[src/i2c_bus_sniffer_decoder_assert.svh]
// assertion macros shared by the sniffer modules
// they expect clk and rst_n in the module that uses them
`ifndef I2C_BUS_SNIFFER_DECODER_ASSERT_SVH
`define I2C_BUS_SNIFFER_DECODER_ASSERT_SVH

// same-cycle implication
`define I2CBS_ASSERT_IMP(lbl, ante, cons, msg) \
  lbl: assert property (@(posedge clk) disable iff (!rst_n) (ante) |-> (cons)) else $error(msg);

// next-cycle implication
`define I2CBS_ASSERT_NXT(lbl, ante, cons, msg) \
  lbl: assert property (@(posedge clk) disable iff (!rst_n) (ante) |=> (cons)) else $error(msg);

`endif

[src/i2cbs_pkg.sv]
`timescale 1ns / 1ps
package i2cbs_pkg;

  localparam int TIMER_W   = 32;
  localparam int TIMEOUT_W = 32;
  localparam int CMP_W     = (TIMER_W > TIMEOUT_W) ? TIMER_W : TIMEOUT_W;

  localparam logic [3:0]           FRAME_BITS    = 4'd9;
  localparam logic [TIMEOUT_W-1:0] TIMEOUT_RESET = TIMEOUT_W'(1500);

  typedef enum logic [2:0] {
    EVT_START   = 3'd0,
    EVT_STOP    = 3'd1,
    EVT_ADDRESS = 3'd2,
    EVT_DATA    = 3'd3,
    EVT_TIMEOUT = 3'd4,
    EVT_STRAY   = 3'd5
  } evt_t;

  typedef struct packed {
    evt_t       event_res;
    logic [7:0] value;
    logic       read_not_write;
    logic       acked;
    logic [3:0] bits_received;
    logic       incomplete_frame;
    logic       scl_level;
    logic       sda_level;
  } res_t;

endpackage

[src/i2cbs_core.sv]
`timescale 1ns / 1ps
`include "i2c_bus_sniffer_decoder_assert.svh"
module i2cbs_core (
  input  logic                           clk,
  input  logic                           rst_n,
  input  logic                           step_en,
  input  logic                           scl,
  input  logic                           sda,
  input  logic                           cfg_we,
  input  logic [i2cbs_pkg::TIMEOUT_W-1:0] cfg_data,
  output logic                           res_vld,
  output i2cbs_pkg::res_t                res
);
  import i2cbs_pkg::*;

  logic                 prev_scl_r, prev_sda_r;
  logic [3:0]           bp_r, bp_nxt;
  logic [7:0]           sb_r, sb_nxt;
  logic                 rw_r, rw_nxt;
  logic                 exp_r, exp_nxt;
  logic [TIMER_W-1:0]   idle_r, idle_nxt, idle_inc;
  logic [TIMEOUT_W-1:0] timeout_r;

  logic start, stop, sclk, incomplete, restart;

  assign start      = prev_scl_r & scl & prev_sda_r & ~sda;
  assign stop       = prev_scl_r & scl & ~prev_sda_r & sda;
  assign sclk       = ~prev_scl_r & scl;
  assign incomplete = (bp_r >= 4'd2) && (bp_r <= 4'd8);
  assign idle_inc   = (idle_r != {TIMER_W{1'b1}}) ? idle_r + TIMER_W'(1) : idle_r;

  always_comb begin
    bp_nxt   = bp_r;
    sb_nxt   = sb_r;
    rw_nxt   = rw_r;
    exp_nxt  = exp_r;
    idle_nxt = idle_inc;
    restart  = 1'b0;
    res_vld  = 1'b0;
    res      = '0;
    if (start) begin
      res.event_res        = EVT_START;
      res.incomplete_frame = incomplete;
      bp_nxt               = FRAME_BITS;
      sb_nxt               = '0;
      exp_nxt              = 1'b1;
      res_vld              = 1'b1;
    end else if (stop) begin
      res.event_res        = EVT_STOP;
      res.incomplete_frame = incomplete;
      if (incomplete) begin
        bp_nxt = '0;
      end
      sb_nxt  = '0;
      res_vld = 1'b1;
    end else if (sclk) begin
      if (bp_r == 4'd0 || bp_r > FRAME_BITS) begin
        res.event_res = EVT_STRAY;
        res_vld       = 1'b1;
      end else begin
        bp_nxt = bp_r - 4'd1;
        if (bp_nxt == 4'd0) begin
          res.event_res      = exp_r ? EVT_ADDRESS : EVT_DATA;
          res.value          = sb_r;
          res.read_not_write = exp_r & rw_r;
          res.acked          = ~sda;
          res_vld            = 1'b1;
          restart            = 1'b1;
        end else if (bp_nxt == 4'd1 && exp_r) begin
          rw_nxt = sda;
        end else begin
          sb_nxt = {sb_r[6:0], sda};
        end
      end
    end
    if (!res_vld && (CMP_W'(idle_inc) >= CMP_W'(timeout_r))) begin
      res.event_res     = EVT_TIMEOUT;
      res.value         = sb_nxt;
      res.bits_received = (bp_nxt <= FRAME_BITS) ? FRAME_BITS - bp_nxt : 4'd0;
      res.scl_level     = scl;
      res.sda_level     = sda;
      res_vld           = 1'b1;
      restart           = 1'b1;
    end
    if (restart) begin
      sb_nxt   = '0;
      bp_nxt   = FRAME_BITS;
      exp_nxt  = 1'b0;
      idle_nxt = '0;
    end
  end

  always_ff @(posedge clk) begin
    if (!rst_n) begin
      prev_scl_r <= 1'b1;
      prev_sda_r <= 1'b1;
      bp_r       <= '0;
      sb_r       <= '0;
      rw_r       <= 1'b0;
      exp_r      <= 1'b0;
      idle_r     <= '0;
      timeout_r  <= TIMEOUT_RESET;
    end else begin
      if (cfg_we) begin
        timeout_r <= cfg_data;
      end
      if (step_en) begin
        prev_scl_r <= scl;
        prev_sda_r <= sda;
        bp_r       <= bp_nxt;
        sb_r       <= sb_nxt;
        rw_r       <= rw_nxt;
        exp_r      <= exp_nxt;
        idle_r     <= idle_nxt;
      end
    end
  end

  `I2CBS_ASSERT_IMP(a_bp_range, 1'b1, bp_r <= FRAME_BITS, "bits pending out of range")
  `I2CBS_ASSERT_NXT(a_start_arms, step_en && start, exp_r && bp_r == FRAME_BITS, "start did not arm frame")
  `I2CBS_ASSERT_NXT(a_frame_restart, step_en && res_vld && (res.event_res == EVT_ADDRESS || res.event_res == EVT_DATA || res.event_res == EVT_TIMEOUT), idle_r == '0 && bp_r == FRAME_BITS && !exp_r, "frame not restarted")

endmodule

[src/i2cbs_out_reg.sv]
`timescale 1ns / 1ps
module i2cbs_out_reg (
  input  logic            clk,
  input  logic            rst_n,
  input  logic            load,
  input  logic            res_vld,
  input  i2cbs_pkg::res_t res,
  input  logic            out_tready,
  output logic            can_load,
  output logic            out_tvalid,
  output i2cbs_pkg::res_t out_res
);
  import i2cbs_pkg::*;

  logic valid_r;
  res_t res_r;

  assign can_load   = ~valid_r | out_tready;
  assign out_tvalid = valid_r;
  assign out_res    = res_r;

  always_ff @(posedge clk) begin
    if (!rst_n) begin
      valid_r <= 1'b0;
    end else if (can_load) begin
      valid_r <= load & res_vld;
    end
  end

  always_ff @(posedge clk) begin
    if (can_load && load && res_vld) begin
      res_r <= res;
    end
  end

endmodule

[src/i2c_bus_sniffer_decoder.sv]
`timescale 1ns / 1ps
// Passive I2C monitor: one SCL/SDA sample is taken per request on the input
// stream, one every cycle at full rate while the input is not stalled. Each
// sample yields at most one result (start, stop, address byte, data byte,
// timeout dump or stray bit). The sample is first registered in the input
// register; its decode is then registered in the result register and held
// there until it is taken from the output stream. Backpressure on the output
// stalls the input only when both registers are full.
`include "i2c_bus_sniffer_decoder_assert.svh"
module i2c_bus_sniffer_decoder (
  input  logic                            clk,
  input  logic                            rst_n,
  input  logic                            in_tvalid,
  output logic                            in_tready,
  input  logic [7:0]                      in_tdata,   // scl, sda
  output logic                            out_tvalid,
  input  logic                            out_tready,
  output logic [23:0]                     out_tdata,  // value[7:0], read_not_write, acked,
                                                      // bits_received[3:0], incomplete_frame,
                                                      // scl_level, sda_level
  output logic [2:0]                      out_tuser,  // event_res
  input  logic                            cfg_valid,
  output logic                            cfg_ready,
  input  logic [i2cbs_pkg::TIMEOUT_W-1:0] cfg_data
);
  import i2cbs_pkg::*;

  logic s1_valid_r, s1_scl_r, s1_sda_r;
  logic can_load, step_en, res_vld;
  res_t res, out_res;

  assign step_en   = s1_valid_r & can_load;
  assign in_tready = ~s1_valid_r | can_load;
  assign cfg_ready = 1'b1;

  always_ff @(posedge clk) begin
    if (!rst_n) begin
      s1_valid_r <= 1'b0;
    end else if (in_tready) begin
      s1_valid_r <= in_tvalid;
    end
  end

  always_ff @(posedge clk) begin
    if (in_tready && in_tvalid) begin
      s1_scl_r <= in_tdata[0];
      s1_sda_r <= in_tdata[1];
    end
  end

  i2cbs_core u_core (
    .clk      (clk),
    .rst_n    (rst_n),
    .step_en  (step_en),
    .scl      (s1_scl_r),
    .sda      (s1_sda_r),
    .cfg_we   (cfg_valid & cfg_ready),
    .cfg_data (cfg_data),
    .res_vld  (res_vld),
    .res      (res)
  );

  i2cbs_out_reg u_out (
    .clk        (clk),
    .rst_n      (rst_n),
    .load       (step_en),
    .res_vld    (res_vld),
    .res        (res),
    .out_tready (out_tready),
    .can_load   (can_load),
    .out_tvalid (out_tvalid),
    .out_res    (out_res)
  );

  assign out_tuser = out_res.event_res;
  assign out_tdata = {7'd0, out_res.sda_level, out_res.scl_level, out_res.incomplete_frame,
                      out_res.bits_received, out_res.acked, out_res.read_not_write,
                      out_res.value};

  `I2CBS_ASSERT_IMP(a_stall_cause, !in_tready, s1_valid_r && !can_load, "stall without cause")
  `I2CBS_ASSERT_NXT(a_step_moves, step_en && res_vld, out_tvalid, "result lost")

endmodule
[config.mk]
export PLATFORM = sky130hd
export DESIGN_NAME = i2c_bus_sniffer_decoder
export DESIGN_NICKNAME = d
export VERILOG_FILES = /design/src/i2cbs_pkg.sv /design/src/i2cbs_core.sv /design/src/i2cbs_out_reg.sv /design/src/i2c_bus_sniffer_decoder.sv
export VERILOG_INCLUDE_DIRS = /design/src /design/src/src
export SDC_FILE = /design/constraint.sdc
export NUM_CORES = 1
export LEC_CHECK = 0
export BUFFER_PORTS_ARGS = -buffer_cell sky130_fd_sc_hd__buf_2
export CAP_MARGIN = 20
export CORE_ASPECT_RATIO = 0.6
export CORE_UTILIZATION = 40
export DETAILED_ROUTE_END_ITERATION = 8
export PLACE_DENSITY = 0.65
export SLEW_MARGIN = 20
export SYNTH_ARGS = -nofsm -noshare
export SYNTH_HDL_FRONTEND = slang
export SYNTH_SLANG_ARGS = --single-unit
[constraint.sdc]
create_clock -name clk -period 5.7 [get_ports clk]
set_input_delay 0.285 -clock clk [delete_from_list [all_inputs] [get_ports clk]]
set_output_delay 0.285 -clock clk [all_outputs]
set_load 0.02 [all_outputs]
**Yosys cells after proc, flatten, opt, wreduce, memory -nomap -nowiden**

Index checks and enable logic that the tools add are counted.

- Reductions and logical operators: 17
- Add/sub/neg operators: 3
- Shift operators: 0
- Mux-type cells: 40
- $mul: 0
- Bitwise operators: 21
- Div/mod/pow operators: 0
- Eq/ne operators: 2
- Order comparisons: 5

Operator list:

| operator | number |
|---|---|
| $mux 32 | 2 |
| $mux 8 | 8 |
| $add 32x1->32 const B | 1 |
| $ge 32x32->1 | 1 |
| $ne 32x32->1 const B | 1 |
| $mux 10 | 3 |
| $mux 13 | 2 |
| $mux 4 | 6 |
| $mux 1 | 16 |
| $not 1->1 | 10 |
| $and 1x1->1 | 9 |
| $mux 3 | 3 |
| $le 4x4->1 const B | 2 |
| $logic_not 4->1 | 2 |
| $reduce_and 7->1 | 1 |
| $logic_and 1x1->1 | 6 |
| $reduce_or 6->1 | 1 |
| $reduce_or 5->1 | 1 |
| $eq 4x1->1 const B | 1 |
| $ge 4x2->1 const B | 1 |
| $gt 4x4->1 const B | 1 |
| $reduce_and 2->1 | 2 |
| $sub 4x1->4 const B | 1 |
| $sub 4x4->4 const A | 1 |
| other kinds (5) | 6 |

- Memory bits (read-only): 0
- Memories: 0
- Memory bits (writable): 0
- Register bits after elaboration: 104
- Latch bits: 0

**Depth between registers and ports, before layout**

Gate-level depths: netlist of the first run.

- Word-level depth: 12
- Mapped depth: 19

**By module**

A second synthesis of the first run with hierarchy kept.

- Cells, all modules: 689
- Area total of the unflattened synthesis: 6118.4 um2

By module, submodules not included:

| module | cells an instance | area each (um2) | instances |
|---|---|---|---|
| i2cbs_core | 646 | 5260.0 | 1 |
| i2cbs_out_reg | 25 | 665.6 | 1 |
| i2c_bus_sniffer_decoder | 18 | 192.7 | 1 |

**Worst setup path after synthesis of the first run**

OpenSTA, ideal clock, no wires.

- Path type: reg-to-reg
- Start point: register u_core.idle_r[2]
- End point: register u_out.res_r, in the netlist u_out.out_res[16], data pin
- Stages on the path, launching flop included: 17
- Setup time: 0.256 ns
- Data required time: 5.444 ns
- Data arrival time: 3.684 ns
- Setup slack: 1.760 ns
- Clock period less this slack: 3.940 ns
- Path buffers: 2
- Cell sequence: dfxtp_1 -> buf_2 -> nand4_2 -> nor4_4 -> and2b_1 -> nand3_1 -> or2_1 -> xnor2_1 -> ha_1 -> a21oi_1 -> nand2_1 -> a221o_1 -> a211oi_1 -> a21oi_2 -> buf_6 -> a21o_2 -> a22o_1

RTL lines:

| what | RTL line | RTL |
|---|---|---|
| start, declared | i2cbs_core.sv:21 | `logic [TIMER_W-1:0] idle_r, idle_nxt, idle_inc;` |
| start signal, assigned | i2cbs_core.sv:114 | `idle_r <= idle_nxt;` |
| end signal, assigned | i2cbs_out_reg.sv:32 | `res_r <= res;` |
| end, declared | i2cbs_out_reg.sv:16 | `res_t res_r;` |

**Final worst setup path of the first run**

- Start point: register u_core.idle_r[2]
- End point: register u_core.idle_r[30]

- Cells in the longest elaborated chain, start to end: 6
- Elaborated cells on any way between the ends: 7
- Those cells by class: 1 x add/sub; 1 x order compare; 1 x eq/ne; 3 x mux; 1 x reduce/logical

Ends and longest elaborated chain:

| what | RTL line | RTL |
|---|---|---|
| $add 32x1->32 / $ne 32x32->1 (equally long branches) | i2cbs_core.sv:30 | `assign idle_inc = (idle_r != {TIMER_W{1'b1}}) ? idle_r + TIMER_W'(1) : idle_r;` |
| $mux 32 (*) | i2cbs_core.sv:30 |  |
| $ge 32x32->1 | i2cbs_core.sv:76 | `if (!res_vld && (CMP_W'(idle_inc) >= CMP_W'(timeout_r))) begin` |
| $logic_and 1x1->1 | i2cbs_core.sv:76 |  |
| $mux 1 | i2cbs_core.sv:76 |  |
| $mux 32 (*) | i2cbs_core.sv:85 | `if (restart) begin` |

Mark *: on every way between the ends. The rest lies on a longest branch, timed or not.
A chain may end at the register's enable or synchronous reset.

==> metrics.md, run 1 <==
| Metric | Value |
|---|---|
| Outcome | complete, no violations |
| R2R Path Start | u_core.idle_r[2] |
| Post-CTS setup buffer count | 0 |
| Crit path DAT | 5130 ps |
| Critical Path Fanout Max | 14 |
| Die area | 15,500 um^2 |
| Worst-Margin Slew | 1010 ps |
| Pins Over Slew Limit | 0 |
| Synthesized instance count | 649 |
| Die Width | 160 um |
| Hold crit path type | primary input to register |
| Clock power share | 0.416 |
| CTS max path bufs | 2 |
| Area share of and/or/nand/nor cells after synthesis | 0.206 |
| Via-to-Cell Ratio | 5.55 |
| Finished layout cell area | 6740 um^2 |
| Total core area | 14,500 um^2 |
| Flops & latches, synth | 104 |
| DRT Wirelength | 14,800 um |
| Top delay family on crit path | compound AO/OA/AOI/OAI gates |
| Initial core utilization | 0.412 |
| PD cells | 241 nW/um^2 |
| Number of H-tree levels | 3 |
| Slew Limit Headroom | 0.328 |
| Worst Path Required | 5950 ps |
| Area share of xor/xnor cells in the synthesized design | 0.0424 |
| Router iterations before antenna repair | 5 |
| WHS | 115 ps |
| Std-Cell Rows | 34 |
| Initial antenna violation count | 0 |
| Num ports | 75 |
| Cells after DPL | 878 |
| Setup violators final | 0 |
| Final Hold Viols | 0 |
| Share of cells above drive strength 1 | 0.144 |
| Crit path time final | 4890 ps |
| Reg power frac | 0.485 |
| FMAX | 0.205 GHz |
| Clock root buffer | clkbuf_16 |
| Final cell utilization of the core | 0.463 |
| Final Skew | 7.92 ps |
| Worst path depth | 16 |
| Vias in the first global route | 4,677 |
| CTS Buf Count | 9 |
| Ant diodes | 0 |
| Die span in y | 96.8 um |
| Placed wire-length estimate | 11,100 um |
| Placer congestion estimate | 0.917 |
| Worst R2R Setup Slack | 810 ps |
| Post-synthesis average cell area | 9.24 um^2 |
| Clock sinks | 104 |
| Vias | 4,961 |
| P_leak | 2.74 nW |
| P&R area growth vs syn | 12.4% |
| Post-route ant nets | 0 |
| Overflow after GRT | 0 |
| Adder-Cell Fraction of Synth Area | 0.0772 |
| Synth cell types | 71 |
| Compound-Gate Fraction of Synth Area | 0.169 |
| Max cap viols | 0 |
| Drt wl/cell | 16.6 um |
| GRT Total Usage | 0.198 |
| Mapped cell area | 5990 um^2 |
| Hold-fix buffers, CTS | 0 |
| First-pass GRT wire length | 24,300 um |
| EDFF count, synth | 22 |
| Largest family of logic cells by synthesized area | simple AND/OR/NAND/NOR gates |
| Asr flop ratio synth | 0 |
| Critical Path Slowest Stage Cell | a21o_1 |
| Int Power | 1.24 mW |
| Post-synth top area share | 0.274 |
| Worst r2r dst | u_core.idle_r[30] |
| Critical Path Sink Type | register |
| RSZ-0062 raised after global routing | no |
| Clock latency on the worst-skew pair | 340 ps |
| Top_reg_cell synth | dfxtp_1 |
| Post-synthesis mux area share | 0.0536 |
| Final #Nets | 773 |
| Initial DRC count | 492 |
| Buffers and inverters on the worst path | 2 |
| CTS tree | yes |
| Register-to-Register Path Depth | 16 |
| Placed cell areas | 6410 um^2 |
| Port bufs | 60 |
| Maximum vdd drop | 0.170 mV |
| Yosys Warn Count | 0 |
| Largest net degree at the start of global routing | 46 |
| Post-Route Setup TNS | 0 ps |
| Final worst path period share | 0.857 |
| DRC viols | 0 |
| Cell taking the most area after synthesis | dfxtp_1 |
| Gates resized, CTS repair | 0 |
| Launch point of the worst path | u_core.idle_r[2] |
| WS Path Type | register to register |
| CTS clk-pin slew, worst paths | 70 ps |
| Worst path cell trace | nand4_2 -> nor4_4 -> buf_4 -> and2b_1 -> nand3_1 -> buf_4 -> or2_1 -> xnor2_1 -> ha_1 -> a21oi_1 -> nand2_1 -> a221o_1 -> a211oi_1 -> a21o_1 -> nand2_1 -> o31ai_1 |
| Max incr delay on CP | 590 ps |
| Startpoint class of the critical path | register |
| Setup crit end | u_core.idle_r[30] |
| Synth top area cells | dfxtp_1 27%, edfxtp_1 11%, ha_1 7.7%, mux2i_1 5.2%, a22o_1 3.7% |
| Final Non-Filler Cells | 894 |
| Sw Pwr | 0.382 mW |
| Logic gate share of total power | 0.099 |
| Switching share of total power | 0.235 |
| Register area share after synthesis | 0.384 |
synthesized netlist by cell type (7+ instances only):
library cell  count
inv_1            49
o21a_1            7
and3_1           11
nor2b_1          30
buf_4             9
edfxtp_1         22
or4_1             8
a31oi_1          13
mux2i_1          31
o21ai_1          10
a21oi_1          18
clkbuf_1         21
dfxtp_1          82
ha_1             37
a22o_1           25
nand4_1          18
and2_1           10
nand2_1          49
nor2_1           20
buf_2             8
xnor2_1          23
nand3_1          31
o21ai_0          15
o211ai_1         10
cell usage in the layout (no fill, tap or decap), types with 9 or more instances in the layout:
cell type / n
nor2b_1: 30
nand3_1: 31
clkbuf_16: 9
xnor2_1: 23
and3_1: 11
o21ai_0: 15
o21ai_1: 10
dfxtp_1: 82
nor2_1: 20
and2_1: 10
ha_1: 37
inv_1: 49
mux2i_1: 31
buf_2: 60
a21oi_1: 18
o211ai_1: 10
nand4_1: 18
edfxtp_1: 22
a31oi_1: 13
a22o_1: 25
nand2_1: 49
worst min-delay path by stage:
stage,start,endpoint,slack (ps),cells past startpoint
finish,in_tdata[0],s1_scl_r,110,1
detailed placement,u_core.sb_r[7],u_core.sb_r[7],470,1
floorplan,in_tdata[0],s1_scl_r,380,0
global placement,in_tdata[0],s1_scl_r,470,1
CTS,in_tdata[0],s1_scl_r,100,1
global route,in_tdata[1],s1_sda_r,100,1
flip-flops by register name, indices dropped and copies added (netlist names):
signal and count:
u_core.sb_r 8, s1_sda_r 1, s1_valid_r 1, u_core.prev_scl_r 1, u_core.idle_r 32, u_core.exp_r 1
u_out.out_res 20, u_out.out_tvalid 1, u_core.timeout_r 32, u_core.rw_r 1, u_core.bp_r 4, u_core.prev_sda_r 1
s1_scl_r 1
through the flow:
stage	power (mW)	setup slack, ps
finish	1.63	813
global placement	0.958	1080
floorplan	0.920	1760
global route	1.69	526
detailed placement	0.965	852
CTS	1.64	862
cells by family after synthesis:
family	count (synthesis)
other	2
buffers and inverters	91
muxes	32
DFF	104
adders and majority gates	37
and+or+nand+nor	218
AOI/OAI and AO/OA	136
xor gates and xnor gates	29
metal layers:
metal,share of wire,vias up,GRT usage,wire length [um]
met4,0.0081,0,0.0491,120
met2,0.40,175,0.282,5930
met1,0.52,2358,0.299,7640
li1,-,2417,-,-
met5,0,-,0,0
met3,0.076,11,0.0420,1120
area by class of cell:
cell class	count	area, um^2
clock buffers	13	260
clock inverters	3	65.1
fillers	1389	7810
inverters	49	184
multi-input cells	460	3310
flip-flops and latches	104	2300
well taps	198	248
repair buffers	67	365
power groups by stage:
stage | Clock [mW] | Combinational [mW] | Sequential [mW]
floorplan | 0 | 0.117 | 0.803
CTS | 0.692 | 0.161 | 0.789
detailed placement | 0 | 0.160 | 0.806
global placement | 0 | 0.154 | 0.804
finish | 0.677 | 0.160 | 0.789
global route | 0.722 | 0.178 | 0.792
Power figures use the tool's default switching activity.
==> run 2, diff against run 1 <==
PLACE_DENSITY = default   (was 0.65)
PLACE_DENSITY_LB_ADDON = 0.25   (was default)
==> metrics.md, run 2 (synthesis gave the netlist of run 1 again) <==
| Metric | Value |
|---|---|
| Outcome | complete, no violations (unchanged) |
| Worst Path Required | 5920 ps (was 5950 ps) |
| Num ports | 75 (unchanged) |
| Initial antenna violation count | 0 (unchanged) |
| Setup violators final | 0 (unchanged) |
| Max cap viols | 0 (unchanged) |
| RSZ-0062 raised after global routing | no (unchanged) |
| Critical Path Fanout Max | 11 (was 14) |
| Initial DRC count | 422 (was 492) |
| Die Width | 160 um (unchanged) |
| Port bufs | 60 (unchanged) |
| CTS Buf Count | 9 (unchanged) |
| Router iterations before antenna repair | 5 (unchanged) |
| Critical Path Sink Type | register (unchanged) |
| Die area | 15,500 um^2 (unchanged) |
| Clock latency on the worst-skew pair | 350 ps (was 340 ps) |
| Final worst path period share | 0.828 (was 0.857) |
| Placed cell areas | 6410 um^2 (about the same) |
| Ant diodes | 0 (unchanged) |
| Highest routed layer | met4 (unchanged) |
| Final Non-Filler Cells | 895 (was 894) |
| Commonest cells after routing, fill and taps aside | 82 x dfxtp_1, 60 x buf_2, 49 x inv_1, 49 x nand2_1, 37 x ha_1 (unchanged) |
| Maximum vdd drop | 0.157 mV (was 0.170 mV) |
| Largest net degree at the start of global routing | 46 (unchanged) |
| Overflow after GRT | 0 (unchanged) |
| Power Total | 1.57 mW (was 1.63 mW) |
| CTS clk-pin slew, worst paths | 80 ps (was 70 ps) |
| CTS tree | yes (unchanged) |
| Hold path depth | 1 (unchanged) |
| Final #Nets | 774 (was 773) |
| PD cells | 233 nW/um^2 (was 241 nW/um^2) |
| Crit path DAT | 4940 ps (was 5130 ps) |
| DRC viols | 0 (unchanged) |
| Via-to-Cell Ratio | 5.47 (was 5.55) |
| Worst-Margin Slew | 1070 ps (was 1010 ps) |
| Metal2 WL | 5690 um (was 5930 um) |
| Clock sinks | 104 (unchanged) |
| Number of H-tree levels | 3 (unchanged) |
| Gates resized, CTS repair | 0 (unchanged) |
| P&R area growth vs syn | 12.0% (was 12.4%) |
| Register-to-Register Path Depth | 14 (was 16) |
| Final Skew | 10.0 ps (was 7.92 ps) |
| First-pass GRT wire length | 23,700 um (was 24,300 um) |
| Clock root buffer | clkbuf_16 (unchanged) |
| Post-route ant nets | 0 (unchanged) |
| DRT Wirelength | 14,400 um (was 14,800 um) |
| Vias | 4,900 (was 4,961) |
| Pins Over Slew Limit | 0 (unchanged) |
| Final Hold Viols | 0 (unchanged) |
| Commonest non-fill, non-tap cell in the layout | dfxtp_1 (unchanged) |
| Startpoint class of the critical path | register (unchanged) |
| FMAX | 0.212 GHz (was 0.205 GHz) |
| Initial core utilization | 0.412 (unchanged) |
| WS Path Type | register to register (unchanged) |
| Metal3 WL | 1040 um (was 1120 um) |
| Hold crit path type | primary input to register (unchanged) |
| Post-CTS setup buffer count | 0 (unchanged) |
| Finished layout cell area | 6710 um^2 (was 6740 um^2) |
| Crit path time final | 4720 ps (was 4890 ps) |
| Std-Cell Rows | 34 (unchanged) |
| Post-Route Setup TNS | 0 ps (unchanged) |
| GRT Total Usage | 0.192 (was 0.198) |
| P_leak | 2.72 nW (was 2.74 nW) |
| Die span in y | 96.8 um (unchanged) |
| Placer congestion estimate | 0.836 (was 0.917) |
| CTS max path bufs | 2 (unchanged) |
| Slew Limit Headroom | 0.286 (was 0.328) |
| Share of cells above drive strength 1 | 0.149 (was 0.144) |
| Vias in the first global route | 4,563 (was 4,677) |
| Drt wl/cell | 16.1 um (was 16.6 um) |
| Total core area | 14,500 um^2 (unchanged) |
| Wl on met1 | 7610 um (was 7640 um) |
| Cells after DPL | 879 (was 878) |
| Hold-fix buffers, CTS | 0 (unchanged) |
| Placed wire-length estimate | 10,600 um (was 11,100 um) |
## run 2: where the power goes
part	total (mW)	switching [mW]	leakage, nW	internal, mW
combinational	0.159	0.0959	1.70	0.0632
sequential	0.788	0.0165	0.878	0.772
clock	0.618	0.308	0.143	0.311
total	1.57	0.420	2.72	1.15
## run 2: critical path: stages (launching register included)
cell and delay [ps]:
dfxtp_1 440, nand4_1 210, nor4_1 490, a41oi_2 430, nand4_1 310, xnor2_1 100
ha_1 300, nand4_1 160, or3_4 470, a2111oi_4 330, o311ai_2 180, a21oi_2 600
buf_4 290, a2bb2oi_1 170, o31ai_1 90
## run 2: final timing paths
check                                          from             endpoint  slack [ps]
worst max-delay path              u_core.idle_r[14]     u_core.idle_r[0]         980
worst min-delay path                    in_tdata[0]             s1_scl_r         110
worst max register to register    u_core.idle_r[14]     u_core.idle_r[0]         980
worst min register to register  u_core.timeout_r[6]  u_core.timeout_r[6]         500
## run 2: through the flow
stage	hold slack (ps)	utilization	setup slack, ps
after floorplan	384	-	1760
after global placement	466	0.440	851
after detailed placement	466	0.440	762
after CTS	103	0.461	736
after global routing	105	0.461	670
final	114	0.461	981
## run 2: layout make-up
type	count	area, um^2
Clock buffer	9	225
Inverter	49	184
Timing Repair Buffer	68	360
Clock inverter	7	72.6
Sequential cell	104	2300
Fill cell	1431	7840
Multi-Input combinational cell	460	3320
Tap cell	198	248
## run 2: metal layers
layer | up-vias | global-route usage
li1 | 2419 | -
met1 | 2282 | 0.295
met2 | 191 | 0.267
met3 | 8 | 0.0433
met4 | 0 | 0.0410
met5 | - | 0
